--- src/rtl/irc_pkg.sv ---
// ----------------------------------------------------------------------------
// IPv4 receive classifier package
// Types and constants shared by the classifier front end, queue and back end.
// ----------------------------------------------------------------------------
package irc_pkg;

  typedef enum logic [3:0] {
    VERDICT_ICMP      = 4'd0,
    VERDICT_UDP       = 4'd1,
    VERDICT_TCP       = 4'd2,
    VERDICT_SHORT     = 4'd3,
    VERDICT_VERSION   = 4'd4,
    VERDICT_HEADER    = 4'd5,
    VERDICT_CHECKSUM  = 4'd6,
    VERDICT_POLICY    = 4'd7,
    VERDICT_TRUNCATED = 4'd8,
    VERDICT_NOTOURS   = 4'd9,
    VERDICT_PROTOCOL  = 4'd10
  } irc_verdict_e;

  typedef enum logic [1:0] {
    CFG_OWN_FIRST  = 2'd0,
    CFG_OWN_SECOND = 2'd1,
    CFG_OFFERED    = 2'd2
  } irc_cfg_index_e;

  localparam logic [7:0]  PROTO_ICMP     = 8'd1;
  localparam logic [7:0]  PROTO_TCP      = 8'd6;
  localparam logic [7:0]  PROTO_UDP      = 8'd17;
  localparam logic [31:0] ADDR_BROADCAST = 32'hFFFF_FFFF;
  localparam logic [31:0] ADDR_LOOPBACK  = 32'h7F00_0001;
  localparam logic [31:0] ADDR_ANY       = 32'h0000_0000;
  localparam logic [15:0] PORT_BOOTPS    = 16'd67;
  localparam logic [15:0] PORT_BOOTPC    = 16'd68;
  localparam logic [15:0] PORT_DNS       = 16'd53;
  localparam logic [15:0] PORT_HTTP      = 16'd80;
  localparam logic [15:0] PORT_SSH       = 16'd22;
  localparam logic [15:0] SUM_ALL_ONES   = 16'hFFFF;
  localparam logic [3:0]  IP_VERSION4    = 4'd4;
  localparam logic [3:0]  IHL_MIN        = 4'd5;
  localparam logic [15:0] HDR_MIN_BYTES  = 16'd20;
  localparam logic [16:0] UDP_HDR_BYTES  = 17'd8;
  localparam logic [16:0] TCP_HDR_BYTES  = 17'd20;

  // Byte offsets of captured header words.
  localparam logic [15:0] OFF_VER_LEN = 16'd0;
  localparam logic [15:0] OFF_TOTAL   = 16'd2;
  localparam logic [15:0] OFF_TTL     = 16'd8;
  localparam logic [15:0] OFF_SRC_HI  = 16'd12;
  localparam logic [15:0] OFF_SRC_LO  = 16'd14;
  localparam logic [15:0] OFF_DST_HI  = 16'd16;
  localparam logic [15:0] OFF_DST_LO  = 16'd18;

  localparam int unsigned QUEUE_DEPTH = 4;
  localparam int unsigned QPTR_W      = $clog2(QUEUE_DEPTH);

  // Everything the back end needs to judge one finished packet.
  typedef struct packed {
    logic [15:0] len;
    logic [7:0]  ver_len;
    logic [15:0] hdr_sum;
    logic [15:0] total_len;
    logic [7:0]  ttl;
    logic [7:0]  proto;
    logic [31:0] src;
    logic [31:0] dst;
    logic [15:0] port;
    logic        auth;
  } irc_summary_t;

  typedef struct packed {
    logic [31:0] own_first;
    logic [31:0] own_second;
    logic [31:0] offered;
  } irc_cfg_t;

  typedef struct packed {
    logic push;
    logic full;
  } irc_qctl_t;

endpackage

--- src/rtl/irc_front.sv ---
// ----------------------------------------------------------------------------
// IPv4 receive classifier front end
// Captures header fields word by word, keeps the header sum and hands a
// packet summary to the queue on the last word.
// ----------------------------------------------------------------------------
module irc_front import irc_pkg::*; #(
  parameter int unsigned MaxPacketBytes = 65535
) (
  input  logic         clk_i,
  input  logic         rst_ni,
  input  logic         in_valid_i,
  input  logic         in_stall_i,
  input  logic [15:0]  packet_word_i,
  input  logic         last_word_i,
  input  logic         odd_tail_i,
  input  logic         source_authenticated_i,
  output logic         push_o,
  output irc_summary_t summary_o
);

  localparam logic [15:0] MaxBytes = 16'(MaxPacketBytes);

  logic [15:0] count_q, count_d;
  logic [15:0] sum_q, sum_d;
  logic [7:0]  vl_q, vl_d;
  logic [15:0] total_q, total_d;
  logic [7:0]  ttl_q, ttl_d;
  logic [7:0]  proto_q, proto_d;
  logic [31:0] src_q, src_d;
  logic [31:0] dst_q, dst_d;
  logic [15:0] port_q, port_d;

  logic        accept;
  logic        odd;
  logic [15:0] word;
  logic [5:0]  hl;
  logic [6:0]  port_off;
  logic [16:0] sum_wide;
  logic [16:0] next_count;

  always_comb begin
    accept     = in_valid_i && !in_stall_i;
    odd        = last_word_i && odd_tail_i;
    word       = odd ? {packet_word_i[15:8], 8'h00} : packet_word_i;
    count_d    = count_q;
    sum_d      = sum_q;
    vl_d       = vl_q;
    total_d    = total_q;
    ttl_d      = ttl_q;
    proto_d    = proto_q;
    src_d      = src_q;
    dst_d      = dst_q;
    port_d     = port_q;
    hl         = '0;
    port_off   = '0;
    sum_wide   = '0;
    next_count = '0;
    if (accept && (count_q < MaxBytes)) begin
      if (count_q == OFF_VER_LEN) begin
        vl_d = word[15:8];
      end
      hl       = {vl_d[3:0], 2'b00};
      port_off = {1'b0, hl} + 7'd2;
      if (count_q < {10'b0, hl}) begin
        sum_wide = {1'b0, sum_q} + {1'b0, word};
        sum_d    = sum_wide[15:0] + {15'b0, sum_wide[16]};
      end
      if (count_q == OFF_TOTAL) total_d = word;
      if (count_q == OFF_TTL) begin
        ttl_d   = word[15:8];
        proto_d = word[7:0];
      end
      if (count_q == OFF_SRC_HI) src_d[31:16] = word;
      if (count_q == OFF_SRC_LO) src_d[15:0]  = word;
      if (count_q == OFF_DST_HI) dst_d[31:16] = word;
      if (count_q == OFF_DST_LO) dst_d[15:0]  = word;
      if (count_q == {9'b0, port_off}) port_d = word;
      next_count = {1'b0, count_q} + (odd ? 17'd1 : 17'd2);
      count_d    = (next_count > {1'b0, MaxBytes}) ? MaxBytes : next_count[15:0];
    end
  end

  assign push_o = accept && last_word_i;

  always_comb begin
    summary_o.len       = count_d;
    summary_o.ver_len   = vl_d;
    summary_o.hdr_sum   = sum_d;
    summary_o.total_len = total_d;
    summary_o.ttl       = ttl_d;
    summary_o.proto     = proto_d;
    summary_o.src       = src_d;
    summary_o.dst       = dst_d;
    summary_o.port      = port_d;
    summary_o.auth      = source_authenticated_i;
  end

  // Per-packet state starts over after every last word.
  always_ff @(posedge clk_i or negedge rst_ni) begin
    if (!rst_ni) begin
      count_q <= '0;
      sum_q   <= '0;
      vl_q    <= '0;
      total_q <= '0;
      ttl_q   <= '0;
      proto_q <= '0;
      src_q   <= '0;
      dst_q   <= '0;
      port_q  <= '0;
    end else if (push_o) begin
      count_q <= '0;
      sum_q   <= '0;
      vl_q    <= '0;
      total_q <= '0;
      ttl_q   <= '0;
      proto_q <= '0;
      src_q   <= '0;
      dst_q   <= '0;
      port_q  <= '0;
    end else begin
      count_q <= count_d;
      sum_q   <= sum_d;
      vl_q    <= vl_d;
      total_q <= total_d;
      ttl_q   <= ttl_d;
      proto_q <= proto_d;
      src_q   <= src_d;
      dst_q   <= dst_d;
      port_q  <= port_d;
    end
  end

endmodule

--- src/rtl/irc_queue.sv ---
// ----------------------------------------------------------------------------
// IPv4 receive classifier summary queue
// Short first-in first-out buffer of packet summaries between front and back.
// ----------------------------------------------------------------------------
module irc_queue import irc_pkg::*; (
  input  logic         clk_i,
  input  logic         rst_ni,
  input  logic         push_i,
  input  irc_summary_t push_data_i,
  input  logic         pop_i,
  output logic         empty_o,
  output irc_qctl_t    ctl_o,
  output irc_summary_t head_o
);

  localparam logic [QPTR_W:0] CountFull = (QPTR_W + 1)'(QUEUE_DEPTH);

  irc_summary_t        entries_q [QUEUE_DEPTH];
  logic [QPTR_W-1:0]   wptr_q, wptr_d;
  logic [QPTR_W-1:0]   rptr_q, rptr_d;
  logic [QPTR_W:0]     count_q, count_d;

  always_comb begin
    wptr_d  = wptr_q;
    rptr_d  = rptr_q;
    count_d = count_q;
    if (push_i) wptr_d = wptr_q + 1'b1;
    if (pop_i)  rptr_d = rptr_q + 1'b1;
    unique case ({push_i, pop_i})
      2'b10:   count_d = count_q + 1'b1;
      2'b01:   count_d = count_q - 1'b1;
      default: count_d = count_q;
    endcase
  end

  always_ff @(posedge clk_i or negedge rst_ni) begin
    if (!rst_ni) begin
      wptr_q  <= '0;
      rptr_q  <= '0;
      count_q <= '0;
    end else begin
      wptr_q  <= wptr_d;
      rptr_q  <= rptr_d;
      count_q <= count_d;
    end
  end

  always_ff @(posedge clk_i) begin
    if (push_i) begin
      entries_q[wptr_q] <= push_data_i;
    end
  end

  assign empty_o    = (count_q == '0);
  assign ctl_o.full = (count_q == CountFull);
  assign ctl_o.push = push_i;
  assign head_o     = entries_q[rptr_q];

endmodule

--- src/rtl/irc_back.sv ---
// ----------------------------------------------------------------------------
// IPv4 receive classifier back end
// Judges the packet summary at the head of the queue, updates the counters
// and holds the result in an output register until it is taken.
// ----------------------------------------------------------------------------
module irc_back import irc_pkg::*; (
  input  logic         clk_i,
  input  logic         rst_ni,
  input  logic         head_valid_i,
  input  irc_summary_t head_i,
  input  irc_cfg_t     cfg_i,
  output logic         pop_o,
  input  logic         out_stall_i,
  output logic         out_valid_o,
  output logic [3:0]   verdict_o,
  output logic [5:0]   header_bytes_o,
  output logic [15:0]  payload_bytes_o,
  output logic [31:0]  source_address_o,
  output logic [31:0]  destination_address_o,
  output logic [7:0]   time_to_live_o,
  output logic [31:0]  received_total_o,
  output logic [31:0]  policy_drops_total_o
);

  logic         valid_q, valid_d;
  irc_verdict_e verdict_q, verdict_d;
  logic [5:0]   hdr_q;
  logic [15:0]  payload_q, payload_d;
  logic [31:0]  src_q;
  logic [31:0]  dst_q;
  logic [7:0]   ttl_q;
  logic [31:0]  rcv_q, rcv_d;
  logic [31:0]  drops_q, drops_d;

  logic [3:0]  ihl;
  logic [5:0]  hl;
  logic [16:0] hl17;
  logic [16:0] len17;
  logic [16:0] total17;
  logic        is_udp;
  logic        is_tcp;
  logic        policy_ok;
  logic        own_set;
  logic        addressed;
  logic        dst_common;

  always_comb begin
    ihl     = head_i.ver_len[3:0];
    hl      = {ihl, 2'b00};
    hl17    = {11'b0, hl};
    len17   = {1'b0, head_i.len};
    total17 = {1'b0, head_i.total_len};
    is_udp  = (head_i.proto == PROTO_UDP);
    is_tcp  = (head_i.proto == PROTO_TCP);

    policy_ok = head_i.auth || (head_i.dst == cfg_i.own_first);
    if (!policy_ok) begin
      if (is_udp) begin
        policy_ok = (len17 >= hl17 + UDP_HDR_BYTES) &&
                    (head_i.port == PORT_BOOTPS || head_i.port == PORT_BOOTPC ||
                     head_i.port == PORT_DNS);
      end else if (is_tcp) begin
        policy_ok = (len17 >= hl17 + TCP_HDR_BYTES) &&
                    (head_i.port == PORT_HTTP || head_i.port == PORT_SSH);
      end
    end

    dst_common = (head_i.dst == ADDR_BROADCAST) || (head_i.dst == ADDR_LOOPBACK);
    own_set    = (cfg_i.own_first != '0) || (cfg_i.own_second != '0);
    if (own_set) begin
      addressed = dst_common || (head_i.dst == cfg_i.own_first) ||
                  (head_i.dst == cfg_i.own_second);
    end else begin
      // Unconfigured: let address negotiation traffic through.
      addressed = dst_common || (head_i.dst == ADDR_ANY) ||
                  (is_udp && (total17 >= hl17 + UDP_HDR_BYTES) &&
                   (head_i.port == PORT_BOOTPC)) ||
                  ((cfg_i.offered != '0) && (head_i.dst == cfg_i.offered));
    end

    payload_d = '0;
    priority if (head_i.len < HDR_MIN_BYTES) begin
      verdict_d = VERDICT_SHORT;
    end else if (head_i.ver_len[7:4] != IP_VERSION4) begin
      verdict_d = VERDICT_VERSION;
    end else if ((ihl < IHL_MIN) || (len17 < hl17)) begin
      verdict_d = VERDICT_HEADER;
    end else if (head_i.hdr_sum != SUM_ALL_ONES) begin
      verdict_d = VERDICT_CHECKSUM;
    end else if (!policy_ok) begin
      verdict_d = VERDICT_POLICY;
    end else if (head_i.len < head_i.total_len) begin
      verdict_d = VERDICT_TRUNCATED;
    end else if (total17 < hl17) begin
      verdict_d = VERDICT_HEADER;
    end else if (!addressed) begin
      verdict_d = VERDICT_NOTOURS;
    end else if (head_i.proto == PROTO_ICMP) begin
      verdict_d = VERDICT_ICMP;
      payload_d = head_i.total_len - {10'b0, hl};
    end else if (is_udp) begin
      verdict_d = VERDICT_UDP;
      payload_d = head_i.total_len - {10'b0, hl};
    end else if (is_tcp) begin
      verdict_d = VERDICT_TCP;
      payload_d = head_i.total_len - {10'b0, hl};
    end else begin
      verdict_d = VERDICT_PROTOCOL;
    end
  end

  // The output register takes a new summary whenever it is empty or drained.
  assign pop_o = head_valid_i && (!valid_q || !out_stall_i);

  always_comb begin
    valid_d = valid_q;
    rcv_d   = rcv_q;
    drops_d = drops_q;
    if (!valid_q || !out_stall_i) valid_d = head_valid_i;
    if (pop_o) begin
      rcv_d = rcv_q + 32'd1;
      if (verdict_d == VERDICT_POLICY) drops_d = drops_q + 32'd1;
    end
  end

  always_ff @(posedge clk_i or negedge rst_ni) begin
    if (!rst_ni) begin
      valid_q <= 1'b0;
      rcv_q   <= '0;
      drops_q <= '0;
    end else begin
      valid_q <= valid_d;
      rcv_q   <= rcv_d;
      drops_q <= drops_d;
    end
  end

  always_ff @(posedge clk_i) begin
    if (pop_o) begin
      verdict_q <= verdict_d;
      hdr_q     <= hl;
      payload_q <= payload_d;
      src_q     <= head_i.src;
      dst_q     <= head_i.dst;
      ttl_q     <= head_i.ttl;
    end
  end

  assign out_valid_o           = valid_q;
  assign verdict_o             = verdict_q;
  assign header_bytes_o        = hdr_q;
  assign payload_bytes_o       = payload_q;
  assign source_address_o      = src_q;
  assign destination_address_o = dst_q;
  assign time_to_live_o        = ttl_q;
  // The counters only move on a load, so they belong to the held result.
  assign received_total_o      = rcv_q;
  assign policy_drops_total_o  = drops_q;

endmodule

--- src/rtl/ipv4_receive_classifier.sv ---
// ----------------------------------------------------------------------------
// IPv4 receive classifier
// Takes one 16-bit packet word per cycle; no word is ever held back by work.
// After its last word's transaction, a packet's summary passes through the
// summary queue and then the output register before its result is valid.
// Up to four results can wait in the queue; the input stalls only when full.
// Asynchronous active-low reset clears control state, counters and config.
// ----------------------------------------------------------------------------
//
// Structure:
//   The front end (irc_front) tracks the byte offset within the packet and
//   captures version/length, total length, time to live, protocol, source and
//   destination address and the transport port found two bytes past the end
//   of the header. It folds every header word into a ones' complement sum.
//   When the last word is taken it pushes a summary of the whole packet into
//   a four-entry queue (irc_queue) and clears its per-packet state, so the
//   next packet's first word can follow in the very next cycle.
//
//   The back end (irc_back) judges the summary at the head of the queue
//   combinationally: length, version, header length, checksum, access policy,
//   truncation, destination filter and protocol are checked in that order.
//   The verdict, the captured fields and the two wrapping counters are held
//   in an output register until the downstream side takes the transaction.
//
// Configuration writes land in three address registers. They are expected
// only while no packet is in flight, so the back end reads them directly.
module ipv4_receive_classifier import irc_pkg::*; #(
  parameter int unsigned MAX_PACKET_BYTES = 65535
) (
  input  logic        clk_i,
  input  logic        rst_ni,
  // Packet word channel
  input  logic        in_valid_i,
  output logic        in_stall_o,
  input  logic [15:0] packet_word_i,
  input  logic        last_word_i,
  input  logic        odd_tail_i,
  input  logic        source_authenticated_i,
  // Result channel
  output logic        out_valid_o,
  input  logic        out_stall_i,
  output logic [3:0]  verdict_o,
  output logic [5:0]  header_bytes_o,
  output logic [15:0] payload_bytes_o,
  output logic [31:0] source_address_o,
  output logic [31:0] destination_address_o,
  output logic [7:0]  time_to_live_o,
  output logic [31:0] received_total_o,
  output logic [31:0] policy_drops_total_o,
  // Configuration write channel
  input  logic        cfg_valid_i,
  output logic        cfg_ready_o,
  input  logic [1:0]  cfg_index_i,
  input  logic [31:0] cfg_data_i
);

  irc_cfg_t     cfg_q, cfg_d;
  irc_summary_t summary;
  irc_summary_t head;
  irc_qctl_t    qctl;
  logic         push;
  logic         pop;
  logic         empty;

  // Configuration writes are always taken; an index past the last register
  // completes its transaction but changes nothing.
  assign cfg_ready_o = 1'b1;

  always_comb begin
    cfg_d = cfg_q;
    if (cfg_valid_i && cfg_ready_o) begin
      unique case (cfg_index_i)
        CFG_OWN_FIRST:  cfg_d.own_first  = cfg_data_i;
        CFG_OWN_SECOND: cfg_d.own_second = cfg_data_i;
        CFG_OFFERED:    cfg_d.offered    = cfg_data_i;
        default:        cfg_d            = cfg_q;
      endcase
    end
  end

  always_ff @(posedge clk_i or negedge rst_ni) begin
    if (!rst_ni) begin
      cfg_q <= '0;
    end else begin
      cfg_q <= cfg_d;
    end
  end

  // The input stalls only while the summary queue is full.
  assign in_stall_o = qctl.full;

  irc_front #(
    .MaxPacketBytes(MAX_PACKET_BYTES)
  ) u_front (
    .clk_i                 (clk_i),
    .rst_ni                (rst_ni),
    .in_valid_i            (in_valid_i),
    .in_stall_i            (in_stall_o),
    .packet_word_i         (packet_word_i),
    .last_word_i           (last_word_i),
    .odd_tail_i            (odd_tail_i),
    .source_authenticated_i(source_authenticated_i),
    .push_o                (push),
    .summary_o             (summary)
  );

  irc_queue u_queue (
    .clk_i      (clk_i),
    .rst_ni     (rst_ni),
    .push_i     (push),
    .push_data_i(summary),
    .pop_i      (pop),
    .empty_o    (empty),
    .ctl_o      (qctl),
    .head_o     (head)
  );

  irc_back u_back (
    .clk_i                (clk_i),
    .rst_ni               (rst_ni),
    .head_valid_i         (!empty),
    .head_i               (head),
    .cfg_i                (cfg_q),
    .pop_o                (pop),
    .out_stall_i          (out_stall_i),
    .out_valid_o          (out_valid_o),
    .verdict_o            (verdict_o),
    .header_bytes_o       (header_bytes_o),
    .payload_bytes_o      (payload_bytes_o),
    .source_address_o     (source_address_o),
    .destination_address_o(destination_address_o),
    .time_to_live_o       (time_to_live_o),
    .received_total_o     (received_total_o),
    .policy_drops_total_o (policy_drops_total_o)
  );

endmodule

--- config.mk ---
export PLATFORM = sky130hd
export DESIGN_NAME = ipv4_receive_classifier
export DESIGN_NICKNAME = d
export VERILOG_FILES = /design/src/rtl/irc_pkg.sv /design/src/rtl/irc_front.sv /design/src/rtl/irc_queue.sv /design/src/rtl/irc_back.sv /design/src/rtl/ipv4_receive_classifier.sv
export SDC_FILE = /design/constraint.sdc
export NUM_CORES = 1
export LEC_CHECK = 0
export BUFFER_PORTS_ARGS = -buffer_cell sky130_fd_sc_hd__buf_2
export CAP_MARGIN = 20
export CORE_UTILIZATION = 55
export CTS_CLUSTER_SIZE = 12
export DETAILED_ROUTE_END_ITERATION = 8
export PLACE_DENSITY = 0.75
export SLEW_MARGIN = 20
export SYNTH_ARGS = -nofsm -noshare
export SYNTH_HDL_FRONTEND = slang
export SYNTH_SLANG_ARGS = --single-unit
--- constraint.sdc ---
create_clock -name clk_i -period 7.75 [get_ports clk_i]
set_clock_uncertainty 0.05 [all_clocks]
set_input_delay 1.55 -clock clk_i [delete_from_list [all_inputs] [get_ports clk_i]]
set_output_delay 1.55 -clock clk_i [all_outputs]
set_load 0.01 [all_outputs]
=== Word-level counts from Yosys, hierarchy flattened ===
Memories as Yosys holds them, arrays and structs flattened.
Index checks and enable logic that the tools add are counted.

* Flip-flop bits (word level): 416
* RAM bits: 612
* Input port bits: 58
* Memories kept: 1
* Logic and storage cells: 172
* Output and inout port bits: 165

* Bitwise operators: 2
* Magnitude comparators: 11
* Reductions and logical operators: 40
* Multiplexer cells: 53
* Add/sub/neg operators: 13
* Equal/unequal tests: 28

{| class="wikitable"
|+ Memories
! name !! depth !! bits a word !! read ports !! clocked after memory_dff !! wr ports !! RTL line !! source
|-
| u_queue.entries_q || 4 || 153 || 1 || 0 || 1 || irc_queue.sv:18 || <nowiki>irc_summary_t entries_q [QUEUE_DEPTH];</nowiki>
|}

{| class="wikitable"
|+ Operators with widths
! kind !! number
|-
| 16-bit 2-to-1 mux || 19
|-
| 32-bit 2-to-1 mux || 4
|-
| 32-bit equality test || 3
|-
| 32-bit nonzero test || 3
|-
| 8-bit 2-to-1 mux || 11
|-
| 32-bit by 1-bit adder with 32-bit output, second input constant || 2
|-
| 16-bit by 17-bit greater-or-equal comparator with 1-bit output || 3
|-
| 16-bit by 4-bit equality test with 1-bit output, second input constant || 3
|-
| 16-bit by 5-bit equality test with 1-bit output, second input constant || 3
|-
| 16-bit by 7-bit equality test with 1-bit output, second input constant || 3
|-
| 16-bit by 6-bit < comparator with 1-bit output || 3
|-
| 4-bit 2-to-1 mux || 11
|-
| 32-bit by 31-bit equality test with 1-bit output, second input constant || 1
|-
| 32-bit equality test, second input constant || 1
|-
| 32-bit logical NOT || 1
|-
| 16-bit by 16-bit adder with 17-bit output || 1
|-
| 16-bit by 17-bit adder with 17-bit output || 1
|-
| 17-bit by 16-bit greater-than comparator with 1-bit output, second input constant || 1
|-
| 16-bit by 1-bit adder with 16-bit output || 1
|-
| 16-bit by 2-bit equality test with 1-bit output, second input constant || 1
|-
| 16-bit by 6-bit equality test with 1-bit output, second input constant || 1
|-
| 16-bit by 7-bit equality test with 1-bit output || 1
|-
| 16-bit logical NOT || 1
|-
| 16-bit < comparator || 1
|-
| other kinds (31) || 67
|}

=== Depth between registers and ports, before layout ===
Gate-level depths: netlist of run 1.
An unclocked memory read counts as a cell.

* Depth in word-level cells: 18
* Gate-level depth with buffers: 23
* Gate-level depth less buffers: 22

=== Hierarchy ===
Synthesis of run 1 repeated with hierarchy kept, for this count alone.

* Cell total of the unflattened synthesis: 2714
* Area total of the unflattened synthesis: 43738.2 µm²

{| class="wikitable"
|+ Modules (own cells, without submodules)
! module !! cells an instance !! instances !! seq. area each (µm²) !! area each (µm²)
|-
| irc_queue || 837 || 1 || 18552.8 || 22475.3
|-
| irc_back || 794 || 1 || 4509.3 || 9075.0
|-
| irc_front || 876 || 1 || 3803.6 || 8546.9
|-
| ipv4_receive_classifier || 207 || 1 || 2402.3 || 3641.0
|}

=== Worst setup path before layout of run 1 ===
Ideal clock, no wire load.

* Kind: input to register
* Start: input port out_stall_i
* End: register u_queue.count_q[2]
* Library setup time: 0.079 ns
* Arrival time: 8.067 ns
* Slack: -0.446 ns
* Data required time: 7.621 ns
* Buffers on the path: 0
* Cell stages on the path: 7
* Path through: a21oi_1 > ha_1 > inv_1 > fa_1 > xor2_1 > nor2_1 > xor2_1

* Word-level cells in the longest chain between the ends: 5
* Elaborated cells between the ends (all ways): 7
* Those cells by class: 2 x eq/ne; 1 x mux; 4 x reduce/logical

{| class="wikitable"
|+ Ends and longest elaborated chain
! what !! RTL line !! source
|-
| start: declaration || ipv4_receive_classifier.sv:41 || <nowiki>input logic out_stall_i,</nowiki>
|-
| 1-bit logical NOT * || irc_back.sv:113 || <nowiki>assign pop_o = head_valid_i && (!valid_q || !out_stall_i);</nowiki>
|-
| 1-bit logical OR * || irc_back.sv:113 ||
|-
| 1-bit logical AND * || irc_back.sv:113 ||
|-
| 2-bit by 1-bit equality test with 1-bit output or 2-bit equality test (tied branches) || irc_queue.sv:29 || <nowiki>unique case ({push_i, pop_i})</nowiki>
|-
| 3-bit case mux with 2 select lines or 2-bit nonzero test (tied branches) || n/a ||
|-
| end signal: assignment || irc_queue.sv:44 || <nowiki>count_q <= count_d;</nowiki>
|-
| end: declaration || irc_queue.sv:21 || <nowiki>logic [QPTR_W:0] count_q, count_d;</nowiki>
|}

Every way passes the cells marked *; elsewhere a longest branch is shown, timed or not.
A chain may end at the register's enable or synchronous reset.

==> results of run 1 <==
-- state kept, by name, indices dropped and copies added, names as in the netlist, 8 cells and up --
signal / cells
u_front.ttl_q: 8
u_front.vl_q: 8
u_front.src_q: 32
cfg_q: 96
u_back.policy_drops_total_o: 32
u_back.destination_address_o: 32
u_front.dst_q: 32
u_front.sum_q: 16
u_front.port_q: 16
u_back.payload_bytes_o: 16
u_front.proto_q: 8
u_back.received_total_o: 32
u_front.count_q: 16
u_queue.entries_q: 612
u_back.time_to_live_o: 8
u_back.source_address_o: 32
u_front.total_q: 16
-- per-layer routing --
| metal | up-vias | global-route usage | part of all wire |
|---|---|---|---|
| met5 | - | 0 | 0 |
| met1 | 12500 | 0.350 | 0.43 |
| met2 | 811 | 0.413 | 0.49 |
| li1 | 10700 | - | - |
| met3 | 159 | 0.0419 | 0.062 |
| met4 | 0 | 0.0750 | 0.023 |
-- worst paths after layout --
check                                                      from                               to  slack (ns)  cells after the start
max in group asynchronous                                rst_ni                        cfg_q[14]        5.48                      2
worst min-delay path            u_back.policy_drops_total_o[31]  u_back.policy_drops_total_o[31]        0.42                      1
worst max register to register                u_queue.rptr_q[0]  u_back.policy_drops_total_o[19]        1.87                     14
worst max-delay path                          u_queue.rptr_q[0]  u_back.policy_drops_total_o[19]        1.87                     14
worst min register to register  u_back.policy_drops_total_o[31]  u_back.policy_drops_total_o[31]        0.42                      1
min in group asynchronous                                rst_ni  u_back.policy_drops_total_o[27]        0.79                      1
-- report_power, final --
group	internal [mW]	total (mW)	switching (mW)
clock	2.75	4.80	2.05
sequential	7.17	7.73	0.560
combinational	2.10	5.25	3.15
-- kinds of logic after synthesis --
kind of cell,synth area share
and+or+nand+nor,0.0946
xor gates and xnor gates,0.0421
muxes,0.118
AOI/OAI and AO/OA,0.0265
other,0.000174
adders and majority gates,0.0224
buffers and inverters,0.0190
DFF,0.678
-- area by class of cell --
cell class,count,area [um2]
Sequential cell,1028,29300
Fill cell,5603,28900
Multi-Input combinational cell,1493,13200
Clock buffer,171,2930
Timing Repair Buffer,250,1450
Tap cell,1040,1300
Clock inverter,20,325
Inverter,57,215
Antenna cell,2,5.00
-- critical path: stages (launching register included) --
cell,delay (ns)
dfrtp_4,1.00
buf_4,0.46
mux4_2,0.62
xnor2_1,0.19
ha_1,0.33
nand4_1,0.16
o41ai_1,0.34
nor4b_2,0.11
o41ai_1,0.72
a41o_1,0.28
a21oi_2,0.11
o211ai_4,0.65
buf_4,0.40
nor4_2,0.09
xor2_1,0.16
-- synthesized netlist by cell type, types with 4 or more instances --
master and number:
a211oi_1 8, a21o_1 8, a21oi_1 45, a31oi_1 14, and2_1 167, and3_1 29, and4_1 6, buf_1 8
buf_2 24, buf_4 12, buf_6 10, clkbuf_1 58, dfrtp_1 320, edfxtp_1 708, fa_1 4, ha_1 71
inv_1 54, mux2_2 187, mux2i_1 23, mux4_2 120, nand2_1 122, nand2b_1 5, nand3_1 51, nand4_1 69
nor2_1 73, nor2b_1 13, nor3_1 26, nor4_1 56, nor4_2 31, nor4b_1 5, nor4b_2 4, o21a_1 6
o21ai_0 63, o21bai_1 5, or4_1 10, xnor2_1 127, xor2_1 79
==> flow_metrics.env, run 1 <==
export IMPL_crit_type="flop to flop"
export IMPL_dr_pass1_iters=6
export IMPL_port_buffers=219
export IMPL_final_cell_mix="edfxtp_1 (708), dfrtp_1 (318), buf_2 (218)"
export IMPL_dp_slack_ns=1.43
export IMPL_status="finished clean"
export IMPL_ys_seq_elements=1028
export IMPL_tightest_slew_ns=1.17
export IMPL_startpoint_type="flop"
export IMPL_die_area_mm2=0.0797
export IMPL_dp_hpwl_um=64000
export IMPL_clock_path_buffers=3
export IMPL_drc=0
export IMPL_synth_area_leaders="edfxtp_1 (49%), dfrtp_1 (19%), mux4_2 (6.3%), mux2_2 (4.9%), xnor2_1 (2.6%)"
export IMPL_timing_hold_ws_ns=0.420
export IMPL_drt_total_wl_um=99600
export IMPL_finalCritPeriodShare=0.759
export IMPL_h_tree_depth=3
export IMPL_cp_arrival_ns=6.36
export IMPL_synth_top_flop_cell="edfxtp_1"
export IMPL_cts_root_buf="clkbuf_16"
export IMPL_cts_buffers=103
export IMPL_synth_cells=2691
export IMPL_die_h_um=282
export IMPL_setup_tns_ns=0
export IMPL_holdBufCountCts=0
export IMPL_rsz0062_at_grt="false"
export IMPL_grt_max_degree=165
export IMPL_hold_violations=0
export IMPL_vias_per_cell=5.94
export IMPL_crit_required_ns=8.23
export IMPL_drive_gt1_frac=0.251
export IMPL_slew_limit_headroom=0.215
export IMPL_layout_cells_non_filler=4061
export IMPL_ys_seq_area_frac=0.678
export IMPL_setup_viol=0
export IMPL_synth_edff_count=708
export IMPL_cts_sinks=1028
export IMPL_p_leak_nw=18.7
export IMPL_drv_slew=0
export IMPL_routedWlPerCell_um=24.5
export IMPL_vias=24100
export IMPL_postSynth_asyncResetShare=0.311
export IMPL_overflow=0
export IMPL_fin_nets=3066
export IMPL_antenna_found_initial=1
export IMPL_grt_pass1_wl_um=149000
export IMPL_finalPower_mw=17.8
export IMPL_crit_fanout=40
export IMPL_place_congestion=0.913
export IMPL_fin_util=0.627
export IMPL_dp_cells=3867
export IMPL_clk_latency_ns=0.69
export IMPL_worstSetupEndpointType="flop"
export IMPL_ant_nets=0
export IMPL_fin_ws_ns=1.87
export IMPL_path_clk_slew_ns=0.06
export IMPL_powerDensity_mw_per_mm2=365
export IMPL_cts_tree="yes"
export IMPL_ys_warnings_count=0
export IMPL_syn2layout_area_growth_pct=12.7
export IMPL_grt_pass1_vias=24400
export IMPL_placed_area_mm2=0.0454
export IMPL_hp_class="flop to flop"
export IMPL_fin_area_mm2=0.0487
export IMPL_netlist_area_mm2=0.0432
export IMPL_period_needed_ns=5.88
export IMPL_yosysTopAreaCell="edfxtp_1"
export IMPL_cts_setup_buffers=0
export IMPL_drv_cap=0
export IMPL_row_count=102
export IMPL_ir_worst_vdd_uv=245
export IMPL_cts_resized=0
export IMPL_drt_iter0_drc=2039
export IMPL_grtUsageTotal=0.252
export IMPL_avgSynthCellArea_um2=16.1
export IMPL_num_io_pins=223
export IMPL_synth_top_area_frac=0.492
export IMPL_mostFrequentLayoutCell="edfxtp_1"
export IMPL_start_util=0.557
export IMPL_fmax_mhz=170
export IMPL_die_w_um=282
export IMPL_coreArea_mm2=0.0776
export IMPL_synth_cell_types=83
(Power assumes the default switching activity.)
==> inputs of run 2 (changes only) <==
- CORE_UTILIZATION: 55 -> 59
- PLACE_DENSITY: 0.75 -> 0.76
- clock period: 7.75 -> 5.6 ns (I/O delays scaled with it)
==> flow_metrics.env, run 2 (same netlist as run 1, synthesis figures left out) <==
export IMPL_status="finished clean"
export IMPL_cts_sinks=1028
export IMPL_crit_fanout=47
export IMPL_slew_limit_headroom=0.329
export IMPL_dp_hpwl_um=66400
export IMPL_path_clk_slew_ns=0.06
export IMPL_overflow=0
export IMPL_rsz0062_at_grt="false"
export IMPL_final_cell_mix="edfxtp_1 (708), dfrtp_1 (318), buf_2 (218)"
export IMPL_powerDensity_mw_per_mm2=503
export IMPL_wl_met3_um=6800
export IMPL_crit_type="flop to flop"
export IMPL_drt_total_wl_um=102000
export IMPL_drt_met1_wl_um=41400
export IMPL_timing_hold_ws_ns=0.412
export IMPL_h_tree_depth=3
export IMPL_die_h_um=273
export IMPL_grt_max_degree=107
export IMPL_dr_max_layer_used="met4"
export IMPL_row_count=98
export IMPL_vias=24800
export IMPL_slowest_stage="dfrtp_4"
export IMPL_fmax_mhz=204
export IMPL_hp_class="flop to flop"
export IMPL_fin_nets=3103
export IMPL_syn2layout_area_growth_pct=13.1
export IMPL_ant_nets=0
export IMPL_cts_setup_buffers=0
export IMPL_dp_cells=3815
export IMPL_mostFrequentLayoutCell="edfxtp_1"
export IMPL_grtUsageTotal=0.278
export IMPL_clock_path_buffers=3
export IMPL_largest_reg_flops=612
export IMPL_dr_pass1_iters=5
export IMPL_hold_violations=0
export IMPL_fin_util=0.679
export IMPL_cts_buffers=103
export IMPL_drc=0
export IMPL_die_w_um=273
export IMPL_drive_gt1_frac=0.259
export IMPL_cts_root_buf="clkbuf_16"
export IMPL_startpoint_type="flop"
export IMPL_cts_resized=0
export IMPL_met2_length_um=50500
export IMPL_layout_cells_non_filler=4011
export IMPL_holdBufCountCts=0
export IMPL_largest_register="u_queue.entries_q"
export IMPL_drv_slew=0
export IMPL_antenna_found_initial=3
export IMPL_finalCritPeriodShare=0.876
export IMPL_cp_cell_sequence="buf_12, mux4_2, inv_1, ha_1, a21o_1, a21o_1, a221oi_1, o21ai_0, a31oi_1, nor2_1, and3_4, o31ai_4, buf_4, nor4_2, xor2_1"
export IMPL_coreArea_mm2=0.0720
export IMPL_drt_iter0_drc=2163
export IMPL_crit_required_ns=6.09
export IMPL_cts_tree="yes"
export IMPL_start_util=0.600
export IMPL_slowest_delay_ns=0.73
export IMPL_p_leak_nw=18.8
export IMPL_cp_top_family="compound AO/OA/AOI/OAI gates"
export IMPL_routedWlPerCell_um=25.5
export IMPL_setup_viol=0
export IMPL_ir_worst_vdd_uv=308
export IMPL_reg_top3="u_queue.entries_q: 612 flops, cfg_q: 96 flops"
export IMPL_setup_tns_ns=0
export IMPL_worstSetupEndpointType="flop"
export IMPL_num_io_pins=223
export IMPL_tightest_slew_ns=1.01
export IMPL_drv_cap=0
export IMPL_port_buffers=219
export IMPL_cpMostUsedCell="a21o_1"
export IMPL_cp_arrival_ns=5.39
export IMPL_clk_latency_ns=0.68
export IMPL_vias_per_cell=6.18
export IMPL_grt_pass1_wl_um=154000
export IMPL_period_needed_ns=4.90
export IMPL_die_area_mm2=0.0743
export IMPL_place_congestion=0.916
export IMPL_cp_buffers_inverters=3
export IMPL_grt_pass1_vias=25400
run 2: per-stage QoR:
stage / worst slack, ns / power (mW) / instance area, um2
detailed placement: 0.123 / 18.1 / 45600
floorplan: 0.0163 / 15.7 / 43200
CTS: 0.696 / 24.7 / 48800
finish: 0.697 / 24.6 / 48800
global route: 0.439 / 25.7 / 48800
global placement: 0.191 / 17.9 / 45600
run 2: final timing paths:
kind / depth (start not counted) / end / slack (ns) / from
max in group asynchronous: 2 / cfg_q[46] / 3.89 / rst_ni
min in group asynchronous: 1 / u_back.policy_drops_total_o[22] / 0.49 / rst_ni
max reg2reg: 15 / u_back.policy_drops_total_o[11] / 0.70 / u_queue.rptr_q[0]
min reg2reg: 1 / u_back.policy_drops_total_o[31] / 0.41 / u_back.policy_drops_total_o[31]
max: 15 / u_back.policy_drops_total_o[11] / 0.70 / u_queue.rptr_q[0]
min: 1 / u_back.policy_drops_total_o[31] / 0.41 / u_back.policy_drops_total_o[31]
run 2: where the power goes:
part / internal [mW] / switching, mW
combinational: 2.99 / 4.48
sequential: 9.93 / 0.663
clock: 3.69 / 2.84
total: 16.6 / 7.98
run 2: metal layers:
layer	up-vias	global-route usage
li1	10800	-
met3	201	0.0503
met4	0	0.0973
met5	-	0
met2	964	0.455
met1	12900	0.379
run 2: area by class of cell:
cell class	count	area, um2
sequential	1028	29300
multi-input combinational	1493	13200
tap	950	1190
inverter	57	215
clock inverter	31	312
clock buffer	160	2880
timing repair buffer	287	1790
antenna	5	12.5
fill	4770	23100
==> inputs of run 3 (changes only) <==
- ABC_CLOCK_PERIOD_IN_PS: unset -> 4600
- CORE_MARGIN: unset -> 10
- clock period: 5.6 -> 4.6 ns (I/O delays scaled with it)
==> flow_metrics.env, run 3 (same netlist as run 1, synthesis figures left out) <==
export IMPL_status="finished clean"
export IMPL_slew_limit_headroom=0.283
export IMPL_num_io_pins=223
export IMPL_mostFrequentLayoutCell="edfxtp_1"
export IMPL_setup_viol=0
export IMPL_clk_latency_ns=0.67
export IMPL_die_w_um=291
export IMPL_drv_slew=0
export IMPL_rrSetupSlack_ns=0.31
export IMPL_fin_nets=3167
export IMPL_drive_gt1_frac=0.279
export IMPL_place_congestion=0.916
export IMPL_h_tree_depth=3
export IMPL_finalCritPeriodShare=0.938
export IMPL_drv_cap=0
export IMPL_cp_arrival_ns=4.70
export IMPL_clock_path_buffers=3
export IMPL_cts_buffers=104
export IMPL_cts_sinks=1028
export IMPL_drt_total_wl_um=107000
export IMPL_rsz0062_at_grt="false"
export IMPL_antenna_found_initial=2
export IMPL_dp_slack_ns=-0.297
export IMPL_largest_reg_flops=612
export IMPL_fin_util=0.683
export IMPL_fin_ws_ns=0.286
export IMPL_dp_hpwl_um=70800
export IMPL_ant_nets=0
export IMPL_startpoint_type="input pin"
export IMPL_overflow=0
export IMPL_fmax_mhz=232
export IMPL_port_buffers=219
export IMPL_worstSetupEndpointType="flop"
export IMPL_grtUsageTotal=0.249
export IMPL_crit_required_ns=4.99
export IMPL_path_clk_slew_ns=0.06
export IMPL_die_h_um=291
export IMPL_crit_fanout=4
export IMPL_p_leak_nw=19.3
export IMPL_vias_per_cell=6.13
export IMPL_ir_worst_vdd_uv=437
export IMPL_drc=0
export IMPL_hp_class="input pin to asynchronous set/reset pin"
export IMPL_start_util=0.594
export IMPL_grt_pass1_wl_um=162000
export IMPL_dr_pass1_iters=6
export IMPL_grt_pass1_vias=26000
export IMPL_drt_iter0_drc=2409
export IMPL_reg_top3="u_queue.entries_q: 612 flops, cfg_q: 96 flops"
export IMPL_coreArea_mm2=0.0727
export IMPL_vias=25000
export IMPL_cts_tree="yes"
export IMPL_grt_max_degree=144
export IMPL_hold_violations=0
export IMPL_largest_register="u_queue.entries_q"
export IMPL_die_area_mm2=0.0844
export IMPL_syn2layout_area_growth_pct=14.9
export IMPL_finalPower_mw=30.5
export IMPL_cts_root_buf="clkbuf_16"
export IMPL_routedWlPerCell_um=26.1
export IMPL_crit_type="input pin to flop"
export IMPL_row_count=99
export IMPL_powerDensity_mw_per_mm2=615
export IMPL_period_needed_ns=4.31
export IMPL_final_cell_mix="edfxtp_1 (708), dfrtp_1 (318), buf_2 (218)"
export IMPL_tightest_slew_ns=1.08
-- run 3: changes by cell type in the layout (fill, tap and decap cells not counted), moves of 2 or more --
cell and change:
nand3_2 -3, ha_1 -2, clkinv_1 -5, buf_12 +10, clkbuf_8 +4, nand2_1 -2, clkbuf_16 +4, ha_2 +2
nand3_1 +3, buf_4 +51, diode_2 -2
-- run 3: power by group --
part | internal (mW) | switching (mW)
Clock | 4.67 | 3.44
Combinational | 3.91 | 5.69
Sequential | 12.1 | 0.742
Total | 20.7 | 9.88
-- run 3: metrics by stage --
step	area, um2	instances	TNS (ns)	hold slack, ns
2_1_floorplan	43300	2692	0	0.414
3_3_place_gp	46200	3882	-9.12	0.403
3_5_place_dp	46200	3882	-13.39	0.410
4_1_cts	49600	4077	0	0.290
5_1_grt	49600	4082	0	0.343
6_report	49600	4085	0	0.283
-- run 3: worst paths after layout --
check / from / to / cells past startpoint
max in group asynchronous: rst_ni / cfg_q[39] / 2
setup reg to reg: u_queue.rptr_q[0] / u_back.payload_bytes_o[3] / 17
hold reg to reg: u_back.policy_drops_total_o[31] / u_back.policy_drops_total_o[31] / 1
hold / removal: rst_ni / u_back.policy_drops_total_o[22] / 1
setup / recovery: last_word_i / u_queue.entries_q[0][126] / 23
min in group clk_i: u_back.policy_drops_total_o[31] / u_back.policy_drops_total_o[31] / 1
-- run 3: routing by layer --
metal  global-route usage  routed length, um  up-vias  share of wire
met4               0.0832               3290        0          0.031
met1                0.346              44400    13000           0.42
li1                     -                  -    10900              -
met2                0.404              52000      992           0.49
met3               0.0357               6940      179          0.065
met5                    0                  0        -              0
-- run 3: cell type report --
cell class	count	area, um2
Clock inverter	28	308
Clock buffer	167	3010
Fill cell	4799	23100
Antenna cell	3	7.51
Multi-Input combinational cell	1493	13200
Sequential cell	1028	29300
Inverter	57	215
Timing Repair Buffer	350	2430
Tap cell	959	1200
-- run 3: critical path, stage by stage --
cell and delay, ns:
buf_2 0.11, nand2_4 0.06, nand2_2 0.06, inv_1 0.06
ha_1 0.21, fa_2 0.35, a21o_1 0.17, a21oi_2 0.14
o21bai_1 0.11, a2111o_1 0.42, a32o_2 0.28, o21ai_0 0.16
a21oi_1 0.08, o21ai_0 0.17, nand2b_1 0.08, ha_1 0.22
and3_1 0.18, nand3_1 0.11, nor2_1 0.07, and3_1 0.21
nand2_1 0.09, xor2_1 0.08, a21oi_1 0.36
-- run 3: repair_timing --
action,4_1_cts,5_1_grt
endpoints found under the setup margin,0,33
buffers inserted,0,4
hold endpoints to repair,0,0
resized for setup,0,3
hold buffers,0,0
